`config.mk`:
```
export PLATFORM = sky130hd
export DESIGN_NAME = best_fit_hole_allocator
export DESIGN_NICKNAME = d
export VERILOG_FILES = /design/src/hw/rtl/bfha_pkg.sv /design/src/hw/rtl/bfha_hole_mem.sv /design/src/hw/rtl/bfha_best_cmp.sv /design/src/hw/rtl/best_fit_hole_allocator.sv
export SDC_FILE = /design/constraint.sdc
export NUM_CORES = 1
export LEC_CHECK = 0
export ABC_CLOCK_PERIOD_IN_PS = 3650
export BUFFER_PORTS_ARGS = -buffer_cell sky130_fd_sc_hd__buf_4
export CAP_MARGIN = 20
export CORE_UTILIZATION = 56
export CTS_CLUSTER_SIZE = 25
export DETAILED_ROUTE_END_ITERATION = 8
export PLACE_DENSITY_LB_ADDON = 0.1
export SETUP_SLACK_MARGIN = 0.3
export SLEW_MARGIN = 0
export SYNTH_ARGS = -nofsm -noshare
export SYNTH_HDL_FRONTEND = slang
export SYNTH_HIERARCHICAL = 1
export SYNTH_SLANG_ARGS = --single-unit
```
`constraint.sdc`:
```
create_clock -name clk -period 3.65 [get_ports clk]
set_input_delay 0.365 -clock clk [delete_from_list [all_inputs] [get_ports clk]]
set_output_delay 0.365 -clock clk [all_outputs]
set_load 0.005 [all_outputs]
```
`src/hw/rtl/bfha_pkg.sv`:
```
package bfha_pkg;

  // Request kinds
  localparam logic REQ_LOAD  = 1'b0;
  localparam logic REQ_ALLOC = 1'b1;

  // Reset value of the holes-in-use register
  localparam logic [4:0] HOLES_IN_USE_RESET = 5'd16;

  // Input item
  typedef struct packed {
    logic        req_type;
    logic [3:0]  hole_index;
    logic [15:0] size_value;
  } req_t;

  // Result item
  typedef struct packed {
    logic        granted;
    logic [3:0]  chosen_hole;
    logic [15:0] remaining_size;
  } rsp_t;

endpackage

```
`src/hw/rtl/bfha_hole_mem.sv`:
```
module bfha_hole_mem #(
  parameter int HOLES     = 16,
  parameter int SIZE_BITS = 16
) (
  input  logic                       clk,
  input  logic                       rst,
  input  logic                       wr_en,
  input  logic [$clog2(HOLES)-1:0]   wr_addr,
  input  logic [SIZE_BITS-1:0]       wr_data,
  input  logic                       rd_en,
  input  logic [$clog2(HOLES)-1:0]   rd_addr,
  output logic [SIZE_BITS-1:0]       rd_data
);

  logic [SIZE_BITS-1:0] mem [HOLES];
  logic [HOLES-1:0]     valid;

  // Track written entries; an unwritten entry reads as zero
  always_ff @(posedge clk) begin
    if (rst) begin
      valid <= '0;
    end else if (wr_en) begin
      valid[wr_addr] <= 1'b1;
    end
  end

  // Write port
  always_ff @(posedge clk) begin
    if (wr_en) begin
      mem[wr_addr] <= wr_data;
    end
  end

  // Registered read port
  always_ff @(posedge clk) begin
    if (rd_en) begin
      rd_data <= valid[rd_addr] ? mem[rd_addr] : '0;
    end
  end

endmodule

```
`src/hw/rtl/bfha_best_cmp.sv`:
```
module bfha_best_cmp #(
  parameter int HOLES     = 16,
  parameter int SIZE_BITS = 16
) (
  input  logic                       clk,
  input  logic                       rst,
  input  logic                       clear,
  input  logic                       en,
  input  logic [$clog2(HOLES)-1:0]   cand_idx,
  input  logic [SIZE_BITS-1:0]       cand_size,
  input  logic [SIZE_BITS-1:0]       req_size,
  output logic                       found,
  output logic [$clog2(HOLES)-1:0]   best_idx,
  output logic [SIZE_BITS-1:0]       best_size
);

  logic fits;
  logic better;

  // A hole fits if it covers the request; strictly smaller wins so ties keep the lower index
  assign fits   = (cand_size >= req_size);
  assign better = fits && (!found || (cand_size < best_size));

  // Hold the best candidate seen so far
  always_ff @(posedge clk) begin
    if (rst || clear) begin
      found <= 1'b0;
    end else if (en && better) begin
      found <= 1'b1;
    end
  end

  always_ff @(posedge clk) begin
    if (en && better) begin
      best_idx  <= cand_idx;
      best_size <= cand_size;
    end
  end

endmodule

```
`src/hw/rtl/best_fit_hole_allocator.sv`:
```
// Best-fit hole allocator.
// A load item writes one hole at acceptance; it gives no result.
// An allocate item stalls the input while it reads the hole table once per hole in use,
// N = min(holes_in_use, HOLES), compares the last read in a drain step and then writes back
// (with no reads and no drain when N is 0); a held result stalls write-back.
// Synchronous reset clears all holes to zero and holes_in_use to 16.
module best_fit_hole_allocator #(
  parameter int HOLES     = 16,
  parameter int SIZE_BITS = 16
) (
  input  logic          clk,
  input  logic          rst,
  input  logic          cfg_we,
  input  logic [4:0]    cfg_data,
  input  logic          in_valid,
  output logic          in_stall,
  input  bfha_pkg::req_t in_data,
  output logic          out_valid,
  input  logic          out_stall,
  output bfha_pkg::rsp_t out_data
);

  localparam int AW    = $clog2(HOLES);
  localparam int CNT_W = $clog2(HOLES + 1);

  typedef enum logic [1:0] {
    IDLE,
    SCAN,
    DRAIN,
    WRITE
  } state_t;

  state_t               state;
  logic [4:0]           holes_in_use;
  logic [CNT_W-1:0]     count;
  logic [CNT_W-1:0]     count_next;
  logic [AW-1:0]        scan_addr;
  logic [AW-1:0]        rd_idx;
  logic                 rd_valid;
  logic [SIZE_BITS-1:0] req_size;
  logic [SIZE_BITS-1:0] rd_data;
  logic [SIZE_BITS-1:0] rem_size;
  logic                 found;
  logic [AW-1:0]        best_idx;
  logic [SIZE_BITS-1:0] best_size;
  logic                 in_accept;
  logic                 load_ok;
  logic                 last_addr;
  logic                 out_free;
  logic                 wr_en;
  logic [AW-1:0]        wr_addr;
  logic [SIZE_BITS-1:0] wr_data;
  logic [8:0]           hiu_ext;

  assign in_stall  = (state != IDLE);
  assign in_accept = in_valid && !in_stall;
  assign out_free  = !out_valid || !out_stall;
  assign load_ok   = (9'(in_data.hole_index) < 9'(HOLES));
  assign last_addr = (CNT_W'(scan_addr) == (count - CNT_W'(1)));
  assign rem_size  = best_size - req_size;

  // Clamp the holes-in-use count to the table depth
  always_comb begin
    hiu_ext = 9'(holes_in_use);
    if (hiu_ext > 9'(HOLES)) begin
      count_next = CNT_W'(HOLES);
    end else begin
      count_next = CNT_W'(hiu_ext);
    end
  end

  // Table write: a load at acceptance, or the write-back of a granted hole
  always_comb begin
    wr_en   = 1'b0;
    wr_addr = best_idx;
    wr_data = rem_size;
    if (in_accept && (in_data.req_type == bfha_pkg::REQ_LOAD)) begin
      wr_en   = load_ok;
      wr_addr = AW'(in_data.hole_index);
      wr_data = SIZE_BITS'(in_data.size_value);
    end else if ((state == WRITE) && out_free) begin
      wr_en = found;
    end
  end

  // Configuration register
  always_ff @(posedge clk) begin
    if (rst) begin
      holes_in_use <= bfha_pkg::HOLES_IN_USE_RESET;
    end else if (cfg_we) begin
      holes_in_use <= cfg_data;
    end
  end

  // Sequencer: scan reads, drain the last compare, write back and post the result
  always_ff @(posedge clk) begin
    if (rst) begin
      state     <= IDLE;
      rd_valid  <= 1'b0;
      out_valid <= 1'b0;
    end else begin
      rd_valid <= (state == SCAN);
      rd_idx   <= scan_addr;
      if (out_valid && !out_stall && (state != WRITE)) begin
        out_valid <= 1'b0;
      end
      unique case (state)
        IDLE: begin
          if (in_accept && (in_data.req_type == bfha_pkg::REQ_ALLOC)) begin
            req_size  <= SIZE_BITS'(in_data.size_value);
            count     <= count_next;
            scan_addr <= '0;
            state     <= (count_next == '0) ? WRITE : SCAN;
          end
        end
        SCAN: begin
          if (last_addr) begin
            state <= DRAIN;
          end else begin
            scan_addr <= scan_addr + AW'(1);
          end
        end
        DRAIN: begin
          state <= WRITE;
        end
        WRITE: begin
          if (out_free) begin
            out_valid                <= 1'b1;
            out_data.granted         <= found;
            out_data.chosen_hole     <= found ? 4'(best_idx) : 4'd0;
            out_data.remaining_size  <= found ? 16'(rem_size) : 16'd0;
            state                    <= IDLE;
          end
        end
        default: state <= IDLE;
      endcase
    end
  end

  bfha_hole_mem #(
    .HOLES     (HOLES),
    .SIZE_BITS (SIZE_BITS)
  ) u_mem (
    .clk     (clk),
    .rst     (rst),
    .wr_en   (wr_en),
    .wr_addr (wr_addr),
    .wr_data (wr_data),
    .rd_en   (state == SCAN),
    .rd_addr (scan_addr),
    .rd_data (rd_data)
  );

  bfha_best_cmp #(
    .HOLES     (HOLES),
    .SIZE_BITS (SIZE_BITS)
  ) u_cmp (
    .clk       (clk),
    .rst       (rst),
    .clear     (in_accept),
    .en        (rd_valid),
    .cand_idx  (rd_idx),
    .cand_size (rd_data),
    .req_size  (req_size),
    .found     (found),
    .best_idx  (best_idx),
    .best_size (best_size)
  );

  // A refused allocate reports zero index and zero size
  assert property (@(posedge clk) disable iff (rst)
    (out_valid && !out_data.granted) |->
      (out_data.chosen_hole == 4'd0) && (out_data.remaining_size == 16'd0))
    else $error("no-fit result carries nonzero fields");

  // The scan never reads past the holes in use
  assert property (@(posedge clk) disable iff (rst)
    (state == SCAN) |-> (CNT_W'(scan_addr) < count))
    else $error("scan address beyond holes in use");

  // An accepted allocate stalls the input on the next cycle
  assert property (@(posedge clk) disable iff (rst)
    (in_accept && (in_data.req_type == bfha_pkg::REQ_ALLOC)) |=> in_stall)
    else $error("input not stalled during allocate");

  // A new result only comes from the write-back step
  assert property (@(posedge clk) disable iff (rst)
    $rose(out_valid) |-> ($past(state) == WRITE))
    else $error("result posted outside write-back");

endmodule
```
==> results of run 1 <==
## sequential cells by signal, indices dropped and copies added, names as in the netlist, 5 cells and up
signal,flops
count,5
holes_in_use,5
out_data,21
req_size,16
u_cmp/best_size,16
u_mem/mem,256
u_mem/rd_data,16
u_mem/valid,16
## kinds of logic (layout without fill, tap and decap cells)
group / count (synthesis) / after routing / share of synthesized area (%)
DFF: 368 / 368 / 69.31
muxes: 90 / 90 / 11.38
buffers and inverters: 93 / 212 / 2.805
and+or+nand+nor: 164 / 164 / 5.328
xor gates and xnor gates: 21 / 21 / 1.181
adders and majority gates: 53 / 53 / 4.308
AOI/OAI and AO/OA: 127 / 127 / 5.690
## worst max-delay path: stages (launching register included)
cell	delay [ps]
sky130_fd_sc_hd__dfxtp_1	330
sky130_fd_sc_hd__inv_1	90
sky130_fd_sc_hd__ha_1	250
sky130_fd_sc_hd__and2_1	180
sky130_fd_sc_hd__nor2b_2	290
sky130_fd_sc_hd__mux2_2	400
sky130_fd_sc_hd__or3b_1	540
sky130_fd_sc_hd__nor3_4	160
sky130_fd_sc_hd__buf_4	280
## power by group
group          internal (W)  switching [W]
logic              0.000789        0.00129
clock network       0.00232        0.00157
registers           0.00513       0.000123
total               0.00824        0.00298
## layout make-up
class	count	area (um^2)	area share [%]
Clock inverter	24	256.5	1.439
Clock buffer	45	998.5	5.603
Multi-Input combinational cell	455	4425	24.83
Inverter	57	214.0	1.201
Timing Repair Buffer	86	670.6	3.763
Tap cell	372	465.4	2.612
Sequential cell	368	10790	60.55
## how the worst min path moves through the flow
| stage | from | end | slack, ps | cells past startpoint |
|---|---|---|---|---|
| 5_1_grt | in_data[3] | req_size[3] | 20 | 1 |
| 6_report | in_data[7] | req_size[7] | 30 | 1 |
| 4_1_cts | in_data[7] | req_size[7] | 20 | 1 |
| 3_3_place_gp | rd_idx[0] | u_cmp/best_idx[0] | 400 | 0 |
| 3_5_place_dp | rd_idx[1] | u_cmp/best_idx[1] | 410 | 0 |
| 2_1_floorplan | rd_idx[0] | u_cmp/best_idx[0] | 400 | 0 |
## through the flow
| stage | hold WS [ps] | total power [W] | worst slack [ps] |
|---|---|---|---|
| floorplan | 400.3 | 0.006712 | 332.9 |
| global placement | 402.6 | 0.007390 | 858.4 |
| detailed placement | 407.0 | 0.007428 | 794.1 |
| CTS | 21.52 | 0.01130 | 778.1 |
| global route | 17.60 | 0.01166 | 619.7 |
| finish | 34.89 | 0.01121 | 788.4 |
## cells in the final DEF (no fill, tap or decap), drive strengths merged, types with 26 or more instances in the layout
cell type / instances
a21oi: 42
a22oi: 32
buf: 86
clkbuf: 45
dfxtp: 26
edfxtp: 342
ha: 52
inv: 58
mux4: 68
nor2: 70
## metal layers
| metal | GRT usage (%) | vias up | share of wire [%] | routed length (um) |
|---|---|---|---|---|
| met5 | 0 | - | 0 | 0 |
| met4 | 5.534 | 0 | 1.5 | 492 |
| met3 | 3.694 | 43 | 5.4 | 1727 |
| met2 | 37.55 | 247 | 47 | 15320 |
| met1 | 34.40 | 4159 | 46 | 14720 |
| li1 | - | 3744 | - | - |
==> impl_metrics.prom, run 1 <==
# TYPE chip_impl_metric gauge
chip_impl_info{name="run_status",value="complete, no violations"} 1
chip_impl_info{name="yosys-top-cells-area",value="sky130_fd_sc_hd__edfxtp_1 66%, sky130_fd_sc_hd__mux4_2 9.8%, sky130_fd_sc_hd__ha_1 4.2%"} 1
chip_impl_metric{name="placeableCoreArea",unit="um^2"} 27100
chip_impl_info{name="worst-setup-path-type",value="reg -> reg"} 1
chip_impl_info{name="critical_path.reg2reg.endpoint",value="u_mem/mem[0][10]"} 1
chip_impl_metric{name="post_cts_hold_buffer_count",unit=""} 0
chip_impl_metric{name="pin_count_of_the_biggest_net_entering_global_routing",unit=""} 73
chip_impl_metric{name="drt_pre_antenna_iters",unit=""} 5
chip_impl_metric{name="max_clock_freq",unit="MHz"} 349.5
chip_impl_metric{name="cts_made_buffers",unit=""} 38
chip_impl_metric{name="final_core_util",unit="%"} 65.76
chip_impl_metric{name="leakagePower",unit="nW"} 6.222
chip_impl_metric{name="drc_errors",unit=""} 0
chip_impl_metric{name="floorplan.die_area",unit="um^2"} 28470
chip_impl_metric{name="placement_rows",unit=""} 60
chip_impl_metric{name="placed_cell_area",unit="um^2"} 16570
chip_impl_info{name="worst_setup_path_startpoint",value="state[0]"} 1
chip_impl_metric{name="cts.sink_count",unit=""} 368
chip_impl_metric{name="placement.io_buffers",unit=""} 53
chip_impl_metric{name="layout-drive-gt1-share",unit="%"} 25.51
chip_impl_metric{name="global_route_total_overflow",unit=""} 0
chip_impl_metric{name="post_synth_num_cell_types",unit=""} 56
chip_impl_metric{name="start_util",unit="%"} 57.45
chip_impl_info{name="hold_path.class",value="in -> reg"} 1
chip_impl_metric{name="regToRegSetupSlack",unit="ps"} 790
chip_impl_metric{name="area_delta_synth_final",unit="%"} 14.47
chip_impl_metric{name="antenna_diode_instance_count",unit=""} 0
chip_impl_info{name="primary_flip_flop_cell_chosen_by_synthesis_mapping",value="sky130_fd_sc_hd__edfxtp_1"} 1
chip_impl_info{name="rr_startpoint",value="state[0]"} 1
chip_impl_metric{name="synth_area_per_cell",unit="um^2"} 17.00
chip_impl_metric{name="final-max-slew-violation-count",unit=""} 0
chip_impl_metric{name="rr_worst_depth",unit=""} 8
chip_impl_metric{name="critPathArrivalTime",unit="ps"} 3060
chip_impl_metric{name="vias_in_the_first_global_route",unit=""} 8228
chip_impl_metric{name="synthArstFlopShare",unit="%"} 0
chip_impl_info{name="cts_tree",value="built"} 1
chip_impl_info{name="cts_root_buf",value="sky130_fd_sc_hd__clkbuf_16"} 1
chip_impl_metric{name="final_hold_viol_count",unit=""} 0
chip_impl_metric{name="grt_pass1_wl",unit="um"} 49380
chip_impl_metric{name="final-setup-viol-count",unit=""} 0
chip_impl_metric{name="io_pins",unit=""} 54
chip_impl_metric{name="fill_cells",unit=""} 1888
chip_impl_metric{name="yosysWarnings",unit=""} 6
chip_impl_metric{name="cellPowerDensity",unit="nW/um^2"} 629.3
chip_impl_metric{name="die_h",unit="um"} 168.7
chip_impl_metric{name="initial_antenna_violation_count",unit=""} 0
chip_impl_metric{name="syn_inst",unit=""} 916
chip_impl_metric{name="insertion_delay",unit="ps"} 520
chip_impl_info{name="worst_setup_path_start_kind",value="register"} 1
chip_impl_metric{name="layout_min_cycle_time",unit="ps"} 2862
chip_impl_metric{name="min_period_over_period",unit="%"} 78.40
chip_impl_metric{name="cts-root-to-sink-buffers",unit=""} 3
chip_impl_metric{name="total_wire_length_after_detailed_routing",unit="um"} 32250
chip_impl_metric{name="vias_per_cell",unit=""} 5.823
chip_impl_metric{name="totalNegativeSetupSlack",unit="ps"} 0
chip_impl_metric{name="synth-edff-count",unit=""} 342
chip_impl_metric{name="finish.cell_count_without_fillers",unit=""} 1407
chip_impl_metric{name="gr-usage-all-layers",unit="%"} 23.51
chip_impl_info{name="critPathCapture",value="u_mem/mem[0][10]"} 1
chip_impl_metric{name="place.detailed.hpwl",unit="um"} 21320
chip_impl_metric{name="timing.critical_path.required",unit="ps"} 3840
chip_impl_metric{name="routed_wire_length_per_instance",unit="um"} 22.92
chip_impl_metric{name="crit_fanout",unit=""} 17
chip_impl_metric{name="via_count",unit=""} 8193
chip_impl_metric{name="ant_nets",unit=""} 0
chip_impl_metric{name="syn_area",unit="um^2"} 15570
chip_impl_metric{name="drt_iter0_drc",unit=""} 814
chip_impl_metric{name="timing.max_slew.rel_slack",unit="%"} 31.17
chip_impl_info{name="yosys.cell_count.top_type",value="sky130_fd_sc_hd__edfxtp_1"} 1
chip_impl_metric{name="worstMarginPinSlew",unit="ps"} 1031
chip_impl_metric{name="path_clk_slew",unit="ps"} 60
chip_impl_info{name="rsz0062_at_grt",value="no"} 1
chip_impl_metric{name="netlist.area_leader.share",unit="%"} 65.96
chip_impl_metric{name="final_area",unit="um^2"} 17820
chip_impl_metric{name="syn-num-nets",unit=""} 1000
chip_impl_metric{name="ys_ff_latch",unit=""} 368
chip_impl_info{name="kind_of_end_point_of_the_critical_path",value="register"} 1
chip_impl_metric{name="nets",unit=""} 1090
chip_impl_metric{name="yosysSeqAreaShare",unit="%"} 69.31
chip_impl_metric{name="post_cts_resized",unit=""} 0
chip_impl_metric{name="drv_cap",unit=""} 0
chip_impl_metric{name="cts_setup_buffers",unit=""} 0
chip_impl_metric{name="max-vdd-ir-drop",unit="V"} 0.0004321
chip_impl_metric{name="die-width",unit="um"} 168.7
chip_impl_metric{name="gpl.final_weighted_congestion",unit=""} 0.8429
chip_impl_metric{name="htreeDepth",unit=""} 2
chip_impl_info{name="yosys-top-cells-count",value="342 x sky130_fd_sc_hd__edfxtp_1, 69 x sky130_fd_sc_hd__nor2_1, 68 x sky130_fd_sc_hd__mux4_2"} 1
chip_impl_info{name="synth.largest_area_cell",value="sky130_fd_sc_hd__edfxtp_1"} 1
chip_impl_metric{name="place_inst",unit=""} 1338
chip_impl_metric{name="skew_final",unit="ps"} 12.91
(Power assumes the default switching activity.)
==> run 2: changes to the inputs <==
--- a/config.mk
+++ b/config.mk
@@ -5,10 +5,11 @@
 export SDC_FILE = /design/constraint.sdc
 export NUM_CORES = 1
 export LEC_CHECK = 0
-export ABC_CLOCK_PERIOD_IN_PS = 3650
+export ABC_AREA = 1
+export ABC_CLOCK_PERIOD_IN_PS = 2700
 export BUFFER_PORTS_ARGS = -buffer_cell sky130_fd_sc_hd__buf_4
 export CAP_MARGIN = 20
-export CORE_UTILIZATION = 56
+export CORE_UTILIZATION = 57
 export CTS_CLUSTER_SIZE = 25
 export DETAILED_ROUTE_END_ITERATION = 8
 export PLACE_DENSITY_LB_ADDON = 0.1
==> constraint.sdc (replaced) <==
create_clock -name clk -period 2.7 [get_ports clk]
set_input_delay 0.27 -clock clk [delete_from_list [all_inputs] [get_ports clk]]
set_output_delay 0.27 -clock clk [all_outputs]
set_load 0.005 [all_outputs]
==> run 2 against run 1 <==
  * Non-clock buffer count up 48
  * Critical path depth up 4
  * Critical endpoint is now u_mem/mem[2][11]
  * Design area up 14%
  * Clock skew up 5.8 ps
  * Via count up 48%
  * Sequential share of layout area down 7.2 points
  * Clock power up 42%
  * Global-route usage up 3.4 points
  * Routed wire length up 28%
  * First-iteration DRC count up 20%
  * Sequential cell count unchanged
  * Core utilization up 2.1 points
==> impl_metrics.prom, run 2 <==
# TYPE chip_impl_metric gauge
chip_impl_metric{name="drv_cap",unit=""} 0
chip_impl_metric{name="syn_inst",unit=""} 1792
chip_impl_metric{name="final_core_util",unit="%"} 67.89
chip_impl_info{name="reg.largest.list",value="u_mem/mem (256), out_data (21)"} 1
chip_impl_info{name="hold_path.class",value="in -> reg"} 1
chip_impl_metric{name="place.detailed.hpwl",unit="um"} 25950
chip_impl_metric{name="cts.sink_count",unit=""} 368
chip_impl_metric{name="finish.cell_count_without_fillers",unit=""} 2325
chip_impl_metric{name="final-setup-viol-count",unit=""} 0
chip_impl_metric{name="ant_nets",unit=""} 0
chip_impl_metric{name="min_period_over_period",unit="%"} 85.18
chip_impl_metric{name="max-vdd-ir-drop",unit="V"} 0.0005478
chip_impl_info{name="critical_path.reg2reg.endpoint",value="u_mem/mem[2][11]"} 1
chip_impl_info{name="slowest_stage",value="sky130_fd_sc_hd__dfxtp_2"} 1
chip_impl_metric{name="placeableCoreArea",unit="um^2"} 29800
chip_impl_metric{name="cellPowerDensity",unit="nW/um^2"} 864.8
chip_impl_metric{name="floorplan.die_area",unit="um^2"} 31140
chip_impl_metric{name="placement_rows",unit=""} 63
chip_impl_metric{name="post_synth_num_cell_types",unit=""} 38
chip_impl_info{name="path_common_cell",value="sky130_fd_sc_hd__inv_1"} 1
chip_impl_metric{name="totalNegativeSetupSlack",unit="ps"} 0
chip_impl_metric{name="routed_wire_length_per_instance",unit="um"} 17.70
chip_impl_info{name="timing.critical_path.cells",value="inv_1, ha_4, nand2_1, nor2_4, inv_1, o21ai_0, inv_1, nor3_1, buf_4, nand2_1, inv_2, clkbuf_16"} 1
chip_impl_metric{name="synthArstFlopShare",unit="%"} 0
chip_impl_metric{name="ys_ff_latch",unit=""} 368
chip_impl_metric{name="drt_pre_antenna_iters",unit=""} 5
chip_impl_metric{name="pin_count_of_the_biggest_net_entering_global_routing",unit=""} 76
chip_impl_metric{name="insertion_delay",unit="ps"} 530
chip_impl_metric{name="die_h",unit="um"} 176.5
chip_impl_info{name="min_to",value="out_valid"} 1
chip_impl_metric{name="cts-root-to-sink-buffers",unit=""} 3
chip_impl_metric{name="yosysSeqAreaShare",unit="%"} 62.19
chip_impl_metric{name="vias_in_the_first_global_route",unit=""} 11820
chip_impl_metric{name="htreeDepth",unit=""} 2
chip_impl_info{name="yosys.cell_count.top_type",value="sky130_fd_sc_hd__nand2_1"} 1
chip_impl_metric{name="regToRegSetupSlack",unit="ps"} 400
chip_impl_info{name="worstHoldStart",value="out_stall"} 1
chip_impl_metric{name="max_clock_freq",unit="MHz"} 434.8
chip_impl_metric{name="rr_worst_depth",unit=""} 12
chip_impl_metric{name="final-max-slew-violation-count",unit=""} 0
chip_impl_metric{name="synth_area_per_cell",unit="um^2"} 9.682
chip_impl_info{name="yosys-top-cells-area",value="sky130_fd_sc_hd__edfxtp_1 59%, sky130_fd_sc_hd__nand2_1 11%, sky130_fd_sc_hd__inv_1 7.4%"} 1
chip_impl_info{name="rsz0062_at_grt",value="no"} 1
chip_impl_metric{name="drc_errors",unit=""} 0
chip_impl_metric{name="place_inst",unit=""} 2232
chip_impl_metric{name="fill_cells",unit=""} 2296
chip_impl_metric{name="final_hold_viol_count",unit=""} 0
chip_impl_info{name="worst-setup-path-type",value="reg -> reg"} 1
chip_impl_info{name="worst_setup_path_start_kind",value="register"} 1
chip_impl_metric{name="netlist.area_leader.share",unit="%"} 59.19
chip_impl_metric{name="timing.max_slew.rel_slack",unit="%"} 64.51
chip_impl_metric{name="gpl.final_weighted_congestion",unit=""} 0.9256
chip_impl_info{name="rr_startpoint",value="state[0]"} 1
chip_impl_metric{name="syn_area",unit="um^2"} 17350
chip_impl_metric{name="largest_register_ff_count",unit=""} 256
chip_impl_metric{name="peak_per_stage_delay_on_the_critical_path",unit="ps"} 330
chip_impl_metric{name="critPathArrivalTime",unit="ps"} 2530
chip_impl_metric{name="synth-edff-count",unit=""} 342
chip_impl_metric{name="hold-path-cell-count",unit=""} 3
chip_impl_metric{name="layout-drive-gt1-share",unit="%"} 13.13
chip_impl_info{name="run_status",value="complete, no violations"} 1
chip_impl_metric{name="area_delta_synth_final",unit="%"} 16.59
chip_impl_metric{name="initial_antenna_violation_count",unit=""} 0
chip_impl_metric{name="io_pins",unit=""} 54
chip_impl_info{name="top_library_cells_by_usage_in_the_layout_fill_and_taps_aside",value="523 x sky130_fd_sc_hd__nand2_1, 342 x sky130_fd_sc_hd__edfxtp_1, 337 x sky130_fd_sc_hd__inv_1, 222 x sky130_fd_sc_hd__nand3_1, 90 x sky130_fd_sc_hd__buf_4"} 1
chip_impl_metric{name="die-width",unit="um"} 176.5
chip_impl_info{name="yosys-top-cells-count",value="528 x sky130_fd_sc_hd__nand2_1, 342 x sky130_fd_sc_hd__edfxtp_1, 341 x sky130_fd_sc_hd__inv_1"} 1
chip_impl_metric{name="worstMarginPinSlew",unit="ps"} 531.6
chip_impl_info{name="final_common_cell",value="sky130_fd_sc_hd__nand2_1"} 1
chip_impl_metric{name="gr-usage-all-layers",unit="%"} 26.88
chip_impl_metric{name="total_wire_length_after_detailed_routing",unit="um"} 41160
chip_impl_metric{name="global_route_total_overflow",unit=""} 0
chip_impl_info{name="synth.largest_area_cell",value="sky130_fd_sc_hd__edfxtp_1"} 1
chip_impl_info{name="cts_tree",value="built"} 1
chip_impl_info{name="kind_of_end_point_of_the_critical_path",value="register"} 1
chip_impl_metric{name="crit_fanout",unit=""} 8
chip_impl_metric{name="cts_made_buffers",unit=""} 39
chip_impl_metric{name="start_util",unit="%"} 58.23
chip_impl_metric{name="antenna_diode_instance_count",unit=""} 0
chip_impl_metric{name="path_clk_slew",unit="ps"} 60
chip_impl_info{name="regMostFlops",value="u_mem/mem"} 1
chip_impl_metric{name="via_count",unit=""} 12120
chip_impl_metric{name="placement.io_buffers",unit=""} 53
chip_impl_metric{name="layout_min_cycle_time",unit="ps"} 2300
chip_impl_metric{name="grt_pass1_wl",unit="um"} 63690
chip_impl_metric{name="leakagePower",unit="nW"} 9.095
chip_impl_metric{name="vias_per_cell",unit=""} 5.213
chip_impl_metric{name="nets",unit=""} 1990
chip_impl_info{name="cts_root_buf",value="sky130_fd_sc_hd__clkbuf_16"} 1
chip_impl_metric{name="syn-num-nets",unit=""} 1876
chip_impl_info{name="primary_flip_flop_cell_chosen_by_synthesis_mapping",value="sky130_fd_sc_hd__edfxtp_1"} 1
chip_impl_metric{name="drt_iter0_drc",unit=""} 975
chip_impl_metric{name="yosysWarnings",unit=""} 6
chip_impl_metric{name="skew_final",unit="ps"} 18.68
chip_impl_metric{name="timing.critical_path.required",unit="ps"} 2930
[run 2: cell families after synthesis]
family | count (synthesis) | synth area share, %
buf+inv | 415 | 9.706
flops | 368 | 62.19
xor+xnor | 8 | 0.4039
simple gates | 870 | 21.32
compound gates | 78 | 2.517
fa+ha+maj | 53 | 3.865
[run 2: how the worst max path moves through the flow]
stage | start | to | slack [ps]
CTS | state[0] | u_mem/mem[4][15] | 320
detailed placement | req_size[0] | u_mem/mem[13][6] | 50
global route | req_size[2] | u_mem/mem[5][9] | 270
floorplan | state[0] | u_mem/mem[11][0] | 120
finish | state[0] | u_mem/mem[2][11] | 400
global placement | req_size[0] | u_mem/mem[12][6] | 100
[run 2: layout make-up]
type	count	area, um^2	share of cell area (%)
multi-input cells	1010	5022	24.83
clock inverters	25	310.3	1.534
repair buffers	134	1281	6.334
well taps	390	488.0	2.412
inverters	353	1328	6.562
flip-flops and latches	368	10790	53.35
clock buffers	45	1008	4.985
[run 2: timing repair]
action                     4_1_cts  5_1_grt
gates resized for setup         12       40
buffers inserted                 1        2
hold endpoints to repair        17        0
hold buffers                    18        0
setup endpoints to repair      194      346
pin swaps                        1        2
cloned                           0        2
[run 2: where the power goes]
group	leakage (nW)	internal [W]	switching, W	total, W
clock	0.645	0.00336	0.00216	0.00551
combinational	5.13	0.00147	0.00328	0.00475
sequential	3.32	0.00703	0.000205	0.00723
[run 2: metrics by stage]
stage / hold WS (ps) / power, W / instance area (um^2) / setup WS, ps
floorplan: 339.1 / 0.01029 / 17380 / 117.5
global placement: 403.3 / 0.01180 / 18470 / 96.24
detailed placement: 404.5 / 0.01189 / 18470 / 45.07
CTS: 25.92 / 0.01746 / 20030 / 317.0
global route: 50.92 / 0.01831 / 20230 / 273.4
finish: 40.30 / 0.01750 / 20230 / 400.0
[run 2: routing by layer]
layer  up-vias  share of wire, %  GRT usage [%]
li1       5969                 -              -
met1      5655                43          36.35
met2       409                47          44.39
met3        88               6.4          3.962
met4         0               3.3          9.591
met5         -                 0              0
[run 2: worst max-delay path: cells and delay by family, from the launching register on]
family,cells,cell delay [ps]
AOI/OAI and AO/OA,1,110
and+or+nand+nor,4,490
buffers and inverters,6,880
adders and majority gates,1,170
DFF,1,330
